<file path="src/rtl/torus_wireframe_segments_top_defines.svh">
// Assertion macros for the torus wireframe segment generator
`ifndef TORUS_WIREFRAME_SEGMENTS_TOP_DEFINES_SVH
`define TORUS_WIREFRAME_SEGMENTS_TOP_DEFINES_SVH

`ifndef SYNTH
`define TWS_ASSERT_IMP(lbl, ante, cons) \
    lbl: assert property (@(posedge i_clk) disable iff (!i_rst_n) (ante) |-> (cons)) \
        else $error("tws assertion failed");
`define TWS_ASSERT_NXT(lbl, ante, cons) \
    lbl: assert property (@(posedge i_clk) disable iff (!i_rst_n) (ante) |=> (cons)) \
        else $error("tws assertion failed");
`else
`define TWS_ASSERT_IMP(lbl, ante, cons)
`define TWS_ASSERT_NXT(lbl, ante, cons)
`endif

`endif

</file>
<file path="src/rtl/tws_pkg.sv">
// Shared types, constants and helpers of the torus wireframe segment generator
package tws_pkg;

    localparam int MAX_STEPS_DEF  = 1024;
    localparam int PHASE_BITS_DEF = 16;

    localparam int IDX_W     = 10;
    localparam int STEPS_W   = 11;
    localparam int RAD_W     = 16;
    localparam int COORD_W   = 19;
    localparam int EP_W      = 2;
    localparam int CFG_IDX_W = 2;
    localparam int IN_DATA_W  = 24;
    localparam int OUT_DATA_W = 64;

    localparam int CORDIC_ITERS = 16;
    localparam int CORDIC_LAT   = CORDIC_ITERS + 2;
    localparam int CW           = 34;
    localparam int TRIG_W       = 18;
    localparam logic signed [CW-1:0] CORDIC_GAIN = 34'sd652032874;

    localparam logic [RAD_W-1:0]   RING_RADIUS_RST = 16'd2560;
    localparam logic [RAD_W-1:0]   TUBE_RADIUS_RST = 16'd5120;
    localparam logic [STEPS_W-1:0] RING_STEPS_RST  = 11'd100;
    localparam logic [STEPS_W-1:0] TUBE_STEPS_RST  = 11'd100;

    localparam logic signed [63:0] COORD_MAX = 64'sd262143;
    localparam logic signed [63:0] COORD_MIN = -64'sd262144;

    typedef enum logic [CFG_IDX_W-1:0] {
        CFG_RING_RADIUS,
        CFG_TUBE_RADIUS,
        CFG_RING_STEPS,
        CFG_TUBE_STEPS
    } t_cfg_idx;

    localparam logic [EP_W-1:0] EP_CELL  = 2'd0;
    localparam logic [EP_W-1:0] EP_MINOR = 2'd1;
    localparam logic [EP_W-1:0] EP_CELL2 = 2'd2;
    localparam logic [EP_W-1:0] EP_MAJOR = 2'd3;

    typedef struct packed {
        logic            valid;
        logic [EP_W-1:0] ep;
        logic            last;
        logic            err;
    } t_meta;

    function automatic logic signed [CW-1:0] atan_turn(input int k);
        logic signed [CW-1:0] v;
        case (k)
            0:       v = 34'sd536870912;
            1:       v = 34'sd316933406;
            2:       v = 34'sd167458907;
            3:       v = 34'sd85004756;
            4:       v = 34'sd42667331;
            5:       v = 34'sd21354466;
            6:       v = 34'sd10679838;
            7:       v = 34'sd5340245;
            8:       v = 34'sd2670163;
            9:       v = 34'sd1335087;
            10:      v = 34'sd667544;
            11:      v = 34'sd333772;
            12:      v = 34'sd166886;
            13:      v = 34'sd83443;
            14:      v = 34'sd41722;
            15:      v = 34'sd20861;
            default: v = '0;
        endcase
        return v;
    endfunction

    function automatic logic signed [COORD_W-1:0] sat_coord(input logic signed [63:0] v);
        logic signed [COORD_W-1:0] r;
        if (v > COORD_MAX) begin
            r = COORD_W'(COORD_MAX);
        end else if (v < COORD_MIN) begin
            r = COORD_W'(COORD_MIN);
        end else begin
            r = COORD_W'(v);
        end
        return r;
    endfunction

endpackage

</file>
<file path="src/rtl/tws_cordic.sv">
// Pipelined rotation CORDIC giving Q3.15 cosine and sine of a turn phase
module tws_cordic #(
    parameter int PHASE_BITS = tws_pkg::PHASE_BITS_DEF
) (
    input  logic                              i_clk,
    input  logic                              i_en,
    input  logic [PHASE_BITS-1:0]             i_phase,
    output logic signed [tws_pkg::TRIG_W-1:0] o_cos,
    output logic signed [tws_pkg::TRIG_W-1:0] o_sin
);

    localparam int N  = tws_pkg::CORDIC_ITERS;
    localparam int CW = tws_pkg::CW;

    logic signed [CW-1:0] r_x [N+1];
    logic signed [CW-1:0] r_y [N+1];
    logic signed [CW-1:0] r_z [N+1];
    logic                 r_flip [N+1];
    logic signed [tws_pkg::TRIG_W-1:0] r_cos;
    logic signed [tws_pkg::TRIG_W-1:0] r_sin;

    logic [31:0] w_ph;
    logic        w_flip;
    logic signed [CW-1:0] w_xf;
    logic signed [CW-1:0] w_yf;
    logic signed [CW-1:0] w_xr;
    logic signed [CW-1:0] w_yr;

    assign w_ph   = 32'(i_phase) << (32 - PHASE_BITS);
    assign w_flip = w_ph[31] ^ w_ph[30];

    always_ff @(posedge i_clk) begin
        if (i_en) begin
            r_x[0]    <= tws_pkg::CORDIC_GAIN;
            r_y[0]    <= '0;
            r_z[0]    <= CW'(signed'({w_ph[31] ^ w_flip, w_ph[30:0]}));
            r_flip[0] <= w_flip;
        end
    end

    for (genvar k = 0; k < N; k++) begin : g_iter
        always_ff @(posedge i_clk) begin
            if (i_en) begin
                if (!r_z[k][CW-1]) begin
                    r_x[k+1] <= r_x[k] - (r_y[k] >>> k);
                    r_y[k+1] <= r_y[k] + (r_x[k] >>> k);
                    r_z[k+1] <= r_z[k] - tws_pkg::atan_turn(k);
                end else begin
                    r_x[k+1] <= r_x[k] + (r_y[k] >>> k);
                    r_y[k+1] <= r_y[k] - (r_x[k] >>> k);
                    r_z[k+1] <= r_z[k] + tws_pkg::atan_turn(k);
                end
                r_flip[k+1] <= r_flip[k];
            end
        end
    end

    assign w_xf = r_flip[N] ? -r_x[N] : r_x[N];
    assign w_yf = r_flip[N] ? -r_y[N] : r_y[N];
    assign w_xr = w_xf + CW'(16384);
    assign w_yr = w_yf + CW'(16384);

    always_ff @(posedge i_clk) begin
        if (i_en) begin
            r_cos <= w_xr[15 +: tws_pkg::TRIG_W];
            r_sin <= w_yr[15 +: tws_pkg::TRIG_W];
        end
    end

    assign o_cos = r_cos;
    assign o_sin = r_sin;

endmodule

</file>
<file path="config.mk">
export PLATFORM = sky130hd
export DESIGN_NAME = tws_cordic
export DESIGN_NICKNAME = d
export VERILOG_FILES = /design/src/rtl/torus_wireframe_segments_top_defines.svh /design/src/rtl/tws_pkg.sv /design/src/rtl/tws_cordic.sv
export SDC_FILE = /design/constraint.sdc
export NUM_CORES = 2
export LEC_CHECK = 0
export BUFFER_PORTS_ARGS = -buffer_cell sky130_fd_sc_hd__buf_2
export CAP_MARGIN = 20
export CELL_PAD_IN_SITES_DETAIL_PLACEMENT = 1
export CELL_PAD_IN_SITES_GLOBAL_PLACEMENT = 1
export CORE_UTILIZATION = 25
export CTS_BUF_LIST = sky130_fd_sc_hd__clkbuf_8 sky130_fd_sc_hd__clkbuf_16
export CTS_CLUSTER_SIZE = 16
export DETAILED_ROUTE_END_ITERATION = 16
export GPL_ROUTABILITY_DRIVEN = 1
export PLACE_DENSITY_LB_ADDON = 0.1
export SLEW_MARGIN = 20
export SYNTH_ARGS = -nofsm -noshare
export SYNTH_HDL_FRONTEND = slang
export SYNTH_SLANG_ARGS = --single-unit
export TNS_END_PERCENT = 1
</file>
<file path="constraint.sdc">
create_clock -name i_clk -period 9.7 [get_ports i_clk]
set_input_delay 0.485 -clock i_clk [delete_from_list [all_inputs] [get_ports i_clk]]
set_output_delay 0.485 -clock i_clk [all_outputs]
set_load 0.02 [all_outputs]
</file>
==> metrics.yaml <==
fillers: 56000
syn2layout_area_growth_pct: 12.4
crit_path_top_delay_cell: "inv_1"
finalMaxSlewViolations: 0
fin_setup_tns_ns: 0
fmaxAchievable_mhz: 151
start_kind: "input port"
fin_cells: 19600
yosysWarnings: 0
slew_headroom: 0.229
synth-seq-cells: 1496
cp.arrival_ns: 7.25
clk_latency_ns: 0.92
die-height_um: 706
drive_above_1_share: 0.0468
grt_pass1_wl_mm: 628
cp_cell_sequence: "dlygate4sd3_1, buf_12, buf_4, nand2_2, inv_1, nor2_1, xor2_1, ha_1, a21o_1, a21oi_1, o21ai_0, a31oi_1, o31ai_1, a21o_1, nor4_1, o41ai_1, a221oi_1, xnor2_1"
dieArea_um2: 498000
period_needed_ns: 6.61
synth_top_area_share: 0.363
async_reset_ff_frac: 0
cp-end-kind: "register"
setup_violations: 0
grt_pass1_vias: 102000
ys_seq_area_frac: 0.363
io_pins: 54
max_stage_delay_ns: 0.86
io_buffers: 53
avgSynthCellArea_um2: 9.70
wl_mm: 407
dpl.hpwl_mm: 330
vias: 96800
cts_made_buffers: 208
multi_input_area_um2: 76300
rows: 258
viasPerCell: 4.94
utilization: 0.282
final_common_cell: "edfxtp_1"
drtAntennaViolNets: 0
cts_sinks: 1496
place.gp.congestion: 0.840
yosysTopAreaCell: "edfxtp_1"
route.detailed.drc: 0
overflow: 0
wl_per_cell_um: 20.8
finalHoldViolCount: 0
critPathMaxFanout: 89
regArea_um2: 44900
start_util: 0.251
drt-initial-drc-count: 4578
dr.pass1.iters: 5
synth_top_flop_cell: "edfxtp_1"
nets: 14400
rsz0062_at_grt: "false"
htreeDepth: 4
antenna_found_initial: 8
track_usage: 0.158
period_share: 0.681
cts.clk_slew.worst_paths_ns: 0.06
worstSetupPathType: "in2reg"
max_cap_viol_count: 0
worst_pin_slew_ns: 1.13
cp_data_required_time_ns: 10.35
synth_edf_count: 1496
cts_root_buf: "clkbuf_16"
coreArea_um2: 494000
synth_cells: 12800
dp_slack_ns: 2.85
netlist_top_cells_area: "edfxtp_1, ha_1, xnor2_1"
cts_tree: "yes"
grt_max_degree: 165
syn_nets: 14200
final_cell_mix: "edfxtp_1, ha_1, a21oi_1"
synth_area_um2: 124000
skew_ns: 0.0566
yosysUniqueCellTypes: 101
status: "completed"
hp-class: "in2reg"
die_width_um: 706
timing.final.ws_setup_ns: 3.09
clk_path_buf_depth: 4
path_common_cell: "a21o_1"
dp_cells: 19200
cts_resized: 0
==> layer usage <==
layer | wire length [um] | vias to the layer above | global-route usage
li1 | - | 47800 | -
met1 | 190000 | 47700 | 0.206
met2 | 199000 | 852 | 0.285
met3 | 9210 | 370 | 0.0141
met4 | 7890 | 0 | 0.0309
met5 | 0 | - | 0
==> stage by stage <==
step | hold slack, ns | cell area (um^2)
6_report | 0.275 | 139000
3_3_place_gp | 0.402 | 132000
3_5_place_dp | 0.406 | 132000
4_1_cts | 0.153 | 139000
2_1_floorplan | 0.400 | 124000
5_1_grt | 0.207 | 139000
==> state kept, by name, summed over array words and instances (netlist names) <==
| name | count |
|---|---|
| r_z | 450 |
| o_cos | 18 |
| o_sin | 18 |
| r_flip | 17 |
| r_x | 483 |
| r_y | 510 |
==> synthesized netlist by cell type (62+ instances only) <==
cell type  instances
nand2b_1         234
o211ai_1          62
o21a_1           194
o21ai_1           87
o21bai_1         171
nor2b_1          170
a211oi_1          96
nand3_1          228
nor4_1            87
mux2i_1           72
and2_1            72
edfxtp_1        1496
nand4_1           82
a31oi_1          116
ha_1            1376
a21oi_1         1330
and3_1           102
a21o_1           660
o21ai_0          649
nand2_1          754
or3_1             89
clkbuf_1         168
nor2_1           900
o31ai_1          121
xnor2_1         1236
inv_1            502
nor3_1           275
xor2_1           644
==> path summary, 6_finish.rpt <==
check,startpoint,to,slack (ns),cells after the start
worst max-delay path,i_en,r_x[5][32],3.09,18
worst min-delay path,i_phase[1],r_z[0][17],0.27,2
worst max register to register,r_y[12][13],r_x[13][33],3.75,22
worst min register to register,r_z[0][21],r_z[1][21],0.42,0
==> cell type report <==
type / instances / area share
clock inverter: 164 / 0.0110
antenna: 2 / 0.0000359
inverter: 510 / 0.0137
tap: 6500 / 0.0584
clock buffer: 210 / 0.0377
timing repair buffer: 153 / 0.00821
multi-input combinational: 10600 / 0.548
sequential: 1496 / 0.323
==> critical path, delay by kind of cell <==
kind	cells	cell delay (ns)
AO/OA/AOI/OAI	8	2.47
XOR/XNOR	2	0.35
AND/OR/NAND/NOR	3	0.75
buffers and inverters	4	2.51
adder cells (fa/ha/maj)	1	0.35
==> what timing repair did <==
item	in CTS	in global routing
setup buffers	0	0
hold buffers	18	0
endpoints found under the hold margin	18	0
==> kinds of logic after synthesis <==
group / share of synthesized area
AOI/OAI and AO/OA: 0.203
xor gates and xnor gates: 0.133
adders and majority gates: 0.146
buffers and inverters: 0.0218
DFF: 0.363
muxes: 0.00891
and+or+nand+nor: 0.125
Power is left out: the tool's default activity adds up to more than one toggle a clock period on the data nets, which glitch-free logic cannot reach.
