$ cat src/rtl/torus_wireframe_segments_top_defines.svh
// Assertion macros for the torus wireframe segment generator
`ifndef TORUS_WIREFRAME_SEGMENTS_TOP_DEFINES_SVH
`define TORUS_WIREFRAME_SEGMENTS_TOP_DEFINES_SVH

`ifndef SYNTH
`define TWS_ASSERT_IMP(lbl, ante, cons) \
    lbl: assert property (@(posedge i_clk) disable iff (!i_rst_n) (ante) |-> (cons)) \
        else $error("tws assertion failed");
`define TWS_ASSERT_NXT(lbl, ante, cons) \
    lbl: assert property (@(posedge i_clk) disable iff (!i_rst_n) (ante) |=> (cons)) \
        else $error("tws assertion failed");
`else
`define TWS_ASSERT_IMP(lbl, ante, cons)
`define TWS_ASSERT_NXT(lbl, ante, cons)
`endif

`endif

$ cat src/rtl/tws_pkg.sv
// Shared types, constants and helpers of the torus wireframe segment generator
package tws_pkg;

    localparam int MAX_STEPS_DEF  = 1024;
    localparam int PHASE_BITS_DEF = 16;

    localparam int IDX_W     = 10;
    localparam int STEPS_W   = 11;
    localparam int RAD_W     = 16;
    localparam int COORD_W   = 19;
    localparam int EP_W      = 2;
    localparam int CFG_IDX_W = 2;
    localparam int IN_DATA_W  = 24;
    localparam int OUT_DATA_W = 64;

    localparam int CORDIC_ITERS = 16;
    localparam int CORDIC_LAT   = CORDIC_ITERS + 2;
    localparam int CW           = 34;
    localparam int TRIG_W       = 18;
    localparam logic signed [CW-1:0] CORDIC_GAIN = 34'sd652032874;

    localparam logic [RAD_W-1:0]   RING_RADIUS_RST = 16'd2560;
    localparam logic [RAD_W-1:0]   TUBE_RADIUS_RST = 16'd5120;
    localparam logic [STEPS_W-1:0] RING_STEPS_RST  = 11'd100;
    localparam logic [STEPS_W-1:0] TUBE_STEPS_RST  = 11'd100;

    localparam logic signed [63:0] COORD_MAX = 64'sd262143;
    localparam logic signed [63:0] COORD_MIN = -64'sd262144;

    typedef enum logic [CFG_IDX_W-1:0] {
        CFG_RING_RADIUS,
        CFG_TUBE_RADIUS,
        CFG_RING_STEPS,
        CFG_TUBE_STEPS
    } t_cfg_idx;

    localparam logic [EP_W-1:0] EP_CELL  = 2'd0;
    localparam logic [EP_W-1:0] EP_MINOR = 2'd1;
    localparam logic [EP_W-1:0] EP_CELL2 = 2'd2;
    localparam logic [EP_W-1:0] EP_MAJOR = 2'd3;

    typedef struct packed {
        logic            valid;
        logic [EP_W-1:0] ep;
        logic            last;
        logic            err;
    } t_meta;

    function automatic logic signed [CW-1:0] atan_turn(input int k);
        logic signed [CW-1:0] v;
        case (k)
            0:       v = 34'sd536870912;
            1:       v = 34'sd316933406;
            2:       v = 34'sd167458907;
            3:       v = 34'sd85004756;
            4:       v = 34'sd42667331;
            5:       v = 34'sd21354466;
            6:       v = 34'sd10679838;
            7:       v = 34'sd5340245;
            8:       v = 34'sd2670163;
            9:       v = 34'sd1335087;
            10:      v = 34'sd667544;
            11:      v = 34'sd333772;
            12:      v = 34'sd166886;
            13:      v = 34'sd83443;
            14:      v = 34'sd41722;
            15:      v = 34'sd20861;
            default: v = '0;
        endcase
        return v;
    endfunction

    function automatic logic signed [COORD_W-1:0] sat_coord(input logic signed [63:0] v);
        logic signed [COORD_W-1:0] r;
        if (v > COORD_MAX) begin
            r = COORD_W'(COORD_MAX);
        end else if (v < COORD_MIN) begin
            r = COORD_W'(COORD_MIN);
        end else begin
            r = COORD_W'(v);
        end
        return r;
    endfunction

endpackage

$ cat src/rtl/tws_div.sv
// Pipelined restoring divider giving the turn phase index * 2^PHASE_BITS / steps
module tws_div #(
    parameter int PHASE_BITS = tws_pkg::PHASE_BITS_DEF
) (
    input  logic                        i_clk,
    input  logic                        i_en,
    input  logic [tws_pkg::STEPS_W-1:0] i_idx,
    input  logic [tws_pkg::STEPS_W-1:0] i_steps,
    output logic [PHASE_BITS-1:0]       o_phase
);

    logic [tws_pkg::STEPS_W-1:0] r_rem [PHASE_BITS];
    logic [PHASE_BITS-1:0]       r_q   [PHASE_BITS];

    for (genvar k = 0; k < PHASE_BITS; k++) begin : g_stage
        logic [tws_pkg::STEPS_W-1:0] w_rem_in;
        logic [PHASE_BITS-1:0]       w_q_in;
        logic [tws_pkg::STEPS_W:0]   w_rem2;
        logic                        w_ge;

        if (k == 0) begin : g_first
            assign w_rem_in = i_idx;
            assign w_q_in   = '0;
        end else begin : g_next
            assign w_rem_in = r_rem[k-1];
            assign w_q_in   = r_q[k-1];
        end

        assign w_rem2 = {w_rem_in, 1'b0};
        assign w_ge   = (w_rem2 >= {1'b0, i_steps});

        always_ff @(posedge i_clk) begin
            if (i_en) begin
                r_rem[k] <= w_ge ? tws_pkg::STEPS_W'(w_rem2 - {1'b0, i_steps})
                                 : w_rem2[tws_pkg::STEPS_W-1:0];
                r_q[k]   <= {w_q_in[PHASE_BITS-2:0], w_ge};
            end
        end
    end

    assign o_phase = r_q[PHASE_BITS-1];

endmodule

$ cat config.mk
export PLATFORM = sky130hd
export DESIGN_NAME = tws_div
export DESIGN_NICKNAME = d
export VERILOG_FILES = /design/src/rtl/torus_wireframe_segments_top_defines.svh /design/src/rtl/tws_pkg.sv /design/src/rtl/tws_div.sv
export SDC_FILE = /design/constraint.sdc
export NUM_CORES = 1
export LEC_CHECK = 0
export BUFFER_PORTS_ARGS = -buffer_cell sky130_fd_sc_hd__buf_2
export CORE_MARGIN = 3
export CORE_UTILIZATION = 25
export DETAILED_ROUTE_END_ITERATION = 16
export PLACE_DENSITY = 0.36
export SYNTH_ARGS = -nofsm -noshare
export SYNTH_HDL_FRONTEND = slang
export SYNTH_SLANG_ARGS = --single-unit
$ cat constraint.sdc
create_clock -name i_clk -period 6 [get_ports i_clk]
set_input_delay 0 -clock i_clk [delete_from_list [all_inputs] [get_ports i_clk]]
set_output_delay 0 -clock i_clk [all_outputs]
set_load 0.01 [all_outputs]
==> results by group <==
Setup path
  • Critical Path Fanout Max: 26
  • CP endpoint kind: flop
  • Crit Path Class: input pin to flop
  • Startpoint types: input pin
  • Worst EP arrival: roughly 3.6 ns
  • Worst path cell trace: buf_2 -> inv_2 -> fa_1 -> o211a_1 -> o2111a_1 -> o2111ai_1 -> nand3_1 -> mux2_2
  • R2R Setup Slk: a little under 3 ns
  • Family with the most delay on the worst path: buffers and inverters
  • Worst R2R End: r_rem[1][51]
  • Crit path buffers/inverters: 2
  • Data required time of the worst path: 6.32 ns
  • Critical Path Max Stage Delay: 0.60 ns
  • Worst R2R Path Depth: 7
  • Reg2reg start: r_rem[1][33]
  • Slowest cell on crit path: fa_1

Synth
  • Adder-cell share of the synthesized area: 13.8%
  • Simple-Gate Fraction of Synth Area: under 10%
  • Post-synthesis xor/xnor area fraction: approximately 6%
  • Synth Register Bits: about 300
  • Largest family of logic cells by synthesized area: compound AO/OA/AOI/OAI gates
  • Post-synthesis cell area: about 18000 sq um
  • Synthesized net count: ~1700
  • YS warnings: 0
  • Area fraction in compound gates after synthesis: approximately 14%
  • Syn_area_per_cell: approximately 13 sq um
  • Mux cell area share after synthesis: between 7 and 8%
  • Top FF cell, synth: edfxtp_1
  • Post-synth ARST share: 0%
  • Mapped Cells: between 1000 and 1500
  • Seq/Total Area, Yosys: about half
  • Post-synthesis cell type count: 65
  • Number of synthesized flops with an enable pin: 301

Drt
  • Via density: 4.61
  • First-pass detailed-route iteration total: 4
  • Final WL: between 40 and 50 mm
  • Drt drc: 0
  • Initial DRC Count: around 660
  • Post-route ant nets: 0
  • Vias: ~11000
  • Drt wl/cell: about 17 microns

Power
  • Switching fraction of total power: 34.5%
  • Leak pwr: ~7.9 nW
  • Int Pwr: just over 0.007 W
  • Comb power frac: 43.3%
  • Seq pwr share: roughly 34%
  • IR drop worst, VDD: between 0.0002 and 0.00025 V
  • Pwr Density: 518 nW/um^2
  • Switch Pwr: about 0.0037 W
  • Clock share of power: around 23%

Floorplanning
  • Core ar.: between 70000 and 80000 sq um
  • Die Y: ~270 microns
  • # IOs: 40
  • # rows: slightly below 100
  • Die X: 275 microns
  • Die area: between 70000 and 80000 sq um
  • Initial core utilization: approximately 26%

Timing
  • Min cycle time layout: ~3.2 ns
  • RSZ-0062 raised after global routing: false
  • Final hold viol count: 0
  • Slew @ Worst Pin: between 1 and 1.5 ns
  • Total negative slack: 0 ns
  • Period utilization: 54.1%
  • Final Skew: between 0.03 and 0.04 ns
  • Slew HR: between 20 and 25%
  • # setup viols final: 0
  • FMAX: between 300 and 400 MHz
  • Slew Viols, Final: 0

Hold path
  • Min-delay src: i_steps[1]
  • Worst Hold Class: input pin to flop
  • Hold worst-path end: r_rem[1][67]
  • Hold Path Depth: 4

GRT
  • Largest net degree at the start of global routing: ~160
  • Vias in the first global route: about 12000
  • Total congestion overflow: 0
  • Total Routing Usage GR: between 10 and 15%
  • Antenna violations before repair: 1
  • First-pass GRT wire length: 68.5 mm

Status
  • Status: completed

Clock network
  • H-tree Lvls: 2
  • Clk buf depth: 3
  • Post-CTS Setup Inserts: 0
  • Clk slew on worst S/H paths: around 0.06 ns
  • Cts repair resizes: 0
  • Clk Latency, worst-skew pair: 0.57 ns
  • TritonCTS clock tree: done
  • Root Buffer: clkbuf_16
  • CTS Sinks: around 300
  • Number of buffers created by CTS: 42
  • Cts hold-fix bufs: 11

Placed design
  • Placed cells: 2406
  • Dpl hpwl: 28.4 mm
  • Port-buffer cells: 39
  • GP Congestion: around 0.80

Finish
  • Ratio of cells with drive above 1 in the final layout: around 16%
  • Post-route insts no fill: roughly 2500
  • Nets: 1735
  • Area delta synth->final: 15.5%
  • N_diodes: 0

Job
  • MaxCap Viol Count: 0
==> layout by cell type, fill, tap and decap left out, types with 5 or more instances in the layout <==
cell type      netlist  routed
and2_1              14      14
nor2_1              66      66
fa_1                15      15
edfxtp_1           301     301
o21bai_1            15      15
nand2_1             73      73
xnor2_1             79      79
o211ai_1            18      18
clkbuf_16            0      43
a21oi_1            127     127
mux2_4              16      16
o21a_1              19      19
ha_1               175     175
a31o_2               5       5
nand4_1              8       8
a211o_1              9       9
clkbuf_1            12       9
xor2_1              42      42
inv_1               29      26
a311o_1              7       7
nand2b_1            17      17
o221ai_1             7       7
a21o_1              36      36
a31oi_1             14      14
o2111ai_1            5       5
o21ai_0             82      82
nor2b_1             19      19
dlygate4sd3_1        0      11
a211oi_1            16      16
nand3_1             21      21
clkinv_2             0       5
buf_2               10      38
o22ai_1              9       9
nor3_1               6       6
clkinv_1             0      11
buf_4                4      13
o21ai_1              5       5
mux2_2             102     102
==> per-stage QoR <==
step	setup WS (ns)	hold slack, ns	total power (W)	util (%)	instance area (sq um)
6_report	2.76	0.0774	0.0108	29.5	20800
5_1_grt	2.47	0.0712	0.0117	29.5	20800
4_1_cts	2.75	0.0391	0.0110	29.5	20800
3_5_place_dp	2.13	0.339	0.00841	27.4	19400
3_3_place_gp	2.17	0.325	0.00843	27.4	19400
2_1_floorplan	3.13	0.112	0.00734	-	18000
==> layout make-up <==
| class | count | area, sq um |
|---|---|---|
| multi-input combinational | 1082 | 8740 |
| timing repair buffer | 64 | 433 |
| inverter | 30 | 113 |
| sequential | 301 | 9040 |
| tap | 940 | 1180 |
| clock inverter | 23 | 236 |
| clock buffer | 52 | 1110 |
| fill | 7197 | 49900 |
==> cells by family (layout without fill, tap and decap cells) <==
group | Yosys count | after routing
muxes | 120 | 120
xor gates and xnor gates | 121 | 121
adders and majority gates | 190 | 190
AOI/OAI and AO/OA | 407 | 407
buffers and inverters | 60 | 169
DFF | 301 | 301
and+or+nand+nor | 244 | 244
==> power by group through the flow <==
stage / clock network, W / registers (W) / logic [W]
floorplan: 0 / 0.00352 / 0.00382
global placement: 0 / 0.00376 / 0.00467
detailed placement: 0 / 0.00373 / 0.00468
CTS: 0.00257 / 0.00370 / 0.00473
global route: 0.00265 / 0.00375 / 0.00531
finish: 0.00245 / 0.00368 / 0.00468
==> Yosys cell counts, types with 14 or more instances <==
| cell type | n | area share, % |
|---|---|---|
| and2_1 | 14 | 0.49 |
| nand3_1 | 21 | 0.58 |
| inv_1 | 29 | 0.60 |
| ha_1 | 175 | 12 |
| mux2_4 | 16 | 1.3 |
| fa_1 | 15 | 1.7 |
| a31oi_1 | 14 | 0.49 |
| xnor2_1 | 79 | 3.8 |
| o21ai_0 | 82 | 2.3 |
| nand2b_1 | 17 | 0.59 |
| a211oi_1 | 16 | 0.67 |
| o21a_1 | 19 | 0.79 |
| o211ai_1 | 18 | 0.75 |
| xor2_1 | 42 | 2.0 |
| o21bai_1 | 15 | 0.62 |
| mux2_2 | 102 | 6.4 |
| edfxtp_1 | 301 | 50 |
| nand2_1 | 73 | 1.5 |
| nor2b_1 | 19 | 0.66 |
| nor2_1 | 66 | 1.4 |
| a21o_1 | 36 | 1.5 |
| a21oi_1 | 127 | 3.5 |
==> state kept, by name, summed over array words and instances, names as in the netlist <==
| signal | flops |
|---|---|
| r_rem | 165 |
| r_q | 136 |
==> worst register-to-register path: cells and delay by family, from the launching register on <==
family                   cells  cell delay (ns)
multiplexers                 1             0.46
AND/OR/NAND/NOR              1             0.56
flip-flops                   1             0.42
AO/OA/AOI/OAI                3             0.87
adder cells (fa/ha/maj)      2             0.49
==> layer usage <==
| metal | track usage (%) | share of wire, % | up-vias |
|---|---|---|---|
| li1 | - | - | 5748 |
| met1 | 16.2 | 49 | 5536 |
| met2 | 18.3 | 45 | 157 |
| met3 | 2.22 | 3.8 | 57 |
| met4 | 2.99 | 2.0 | 0 |
| met5 | 0 | 0 | - |
==> how the worst max path moves through the flow <==
| stage | from | endpoint | cells after the start |
|---|---|---|---|
| detailed placement | i_steps[0] | r_rem[1][3] | 9 |
| floorplan | i_steps[1] | r_rem[1][49] | 10 |
| finish | i_steps[0] | r_rem[1][51] | 8 |
| global route | i_steps[0] | r_rem[1][45] | 8 |
| global placement | i_steps[0] | r_rem[1][51] | 8 |
| CTS | i_steps[0] | r_rem[1][51] | 8 |
Power figures use the tool's default switching activity.
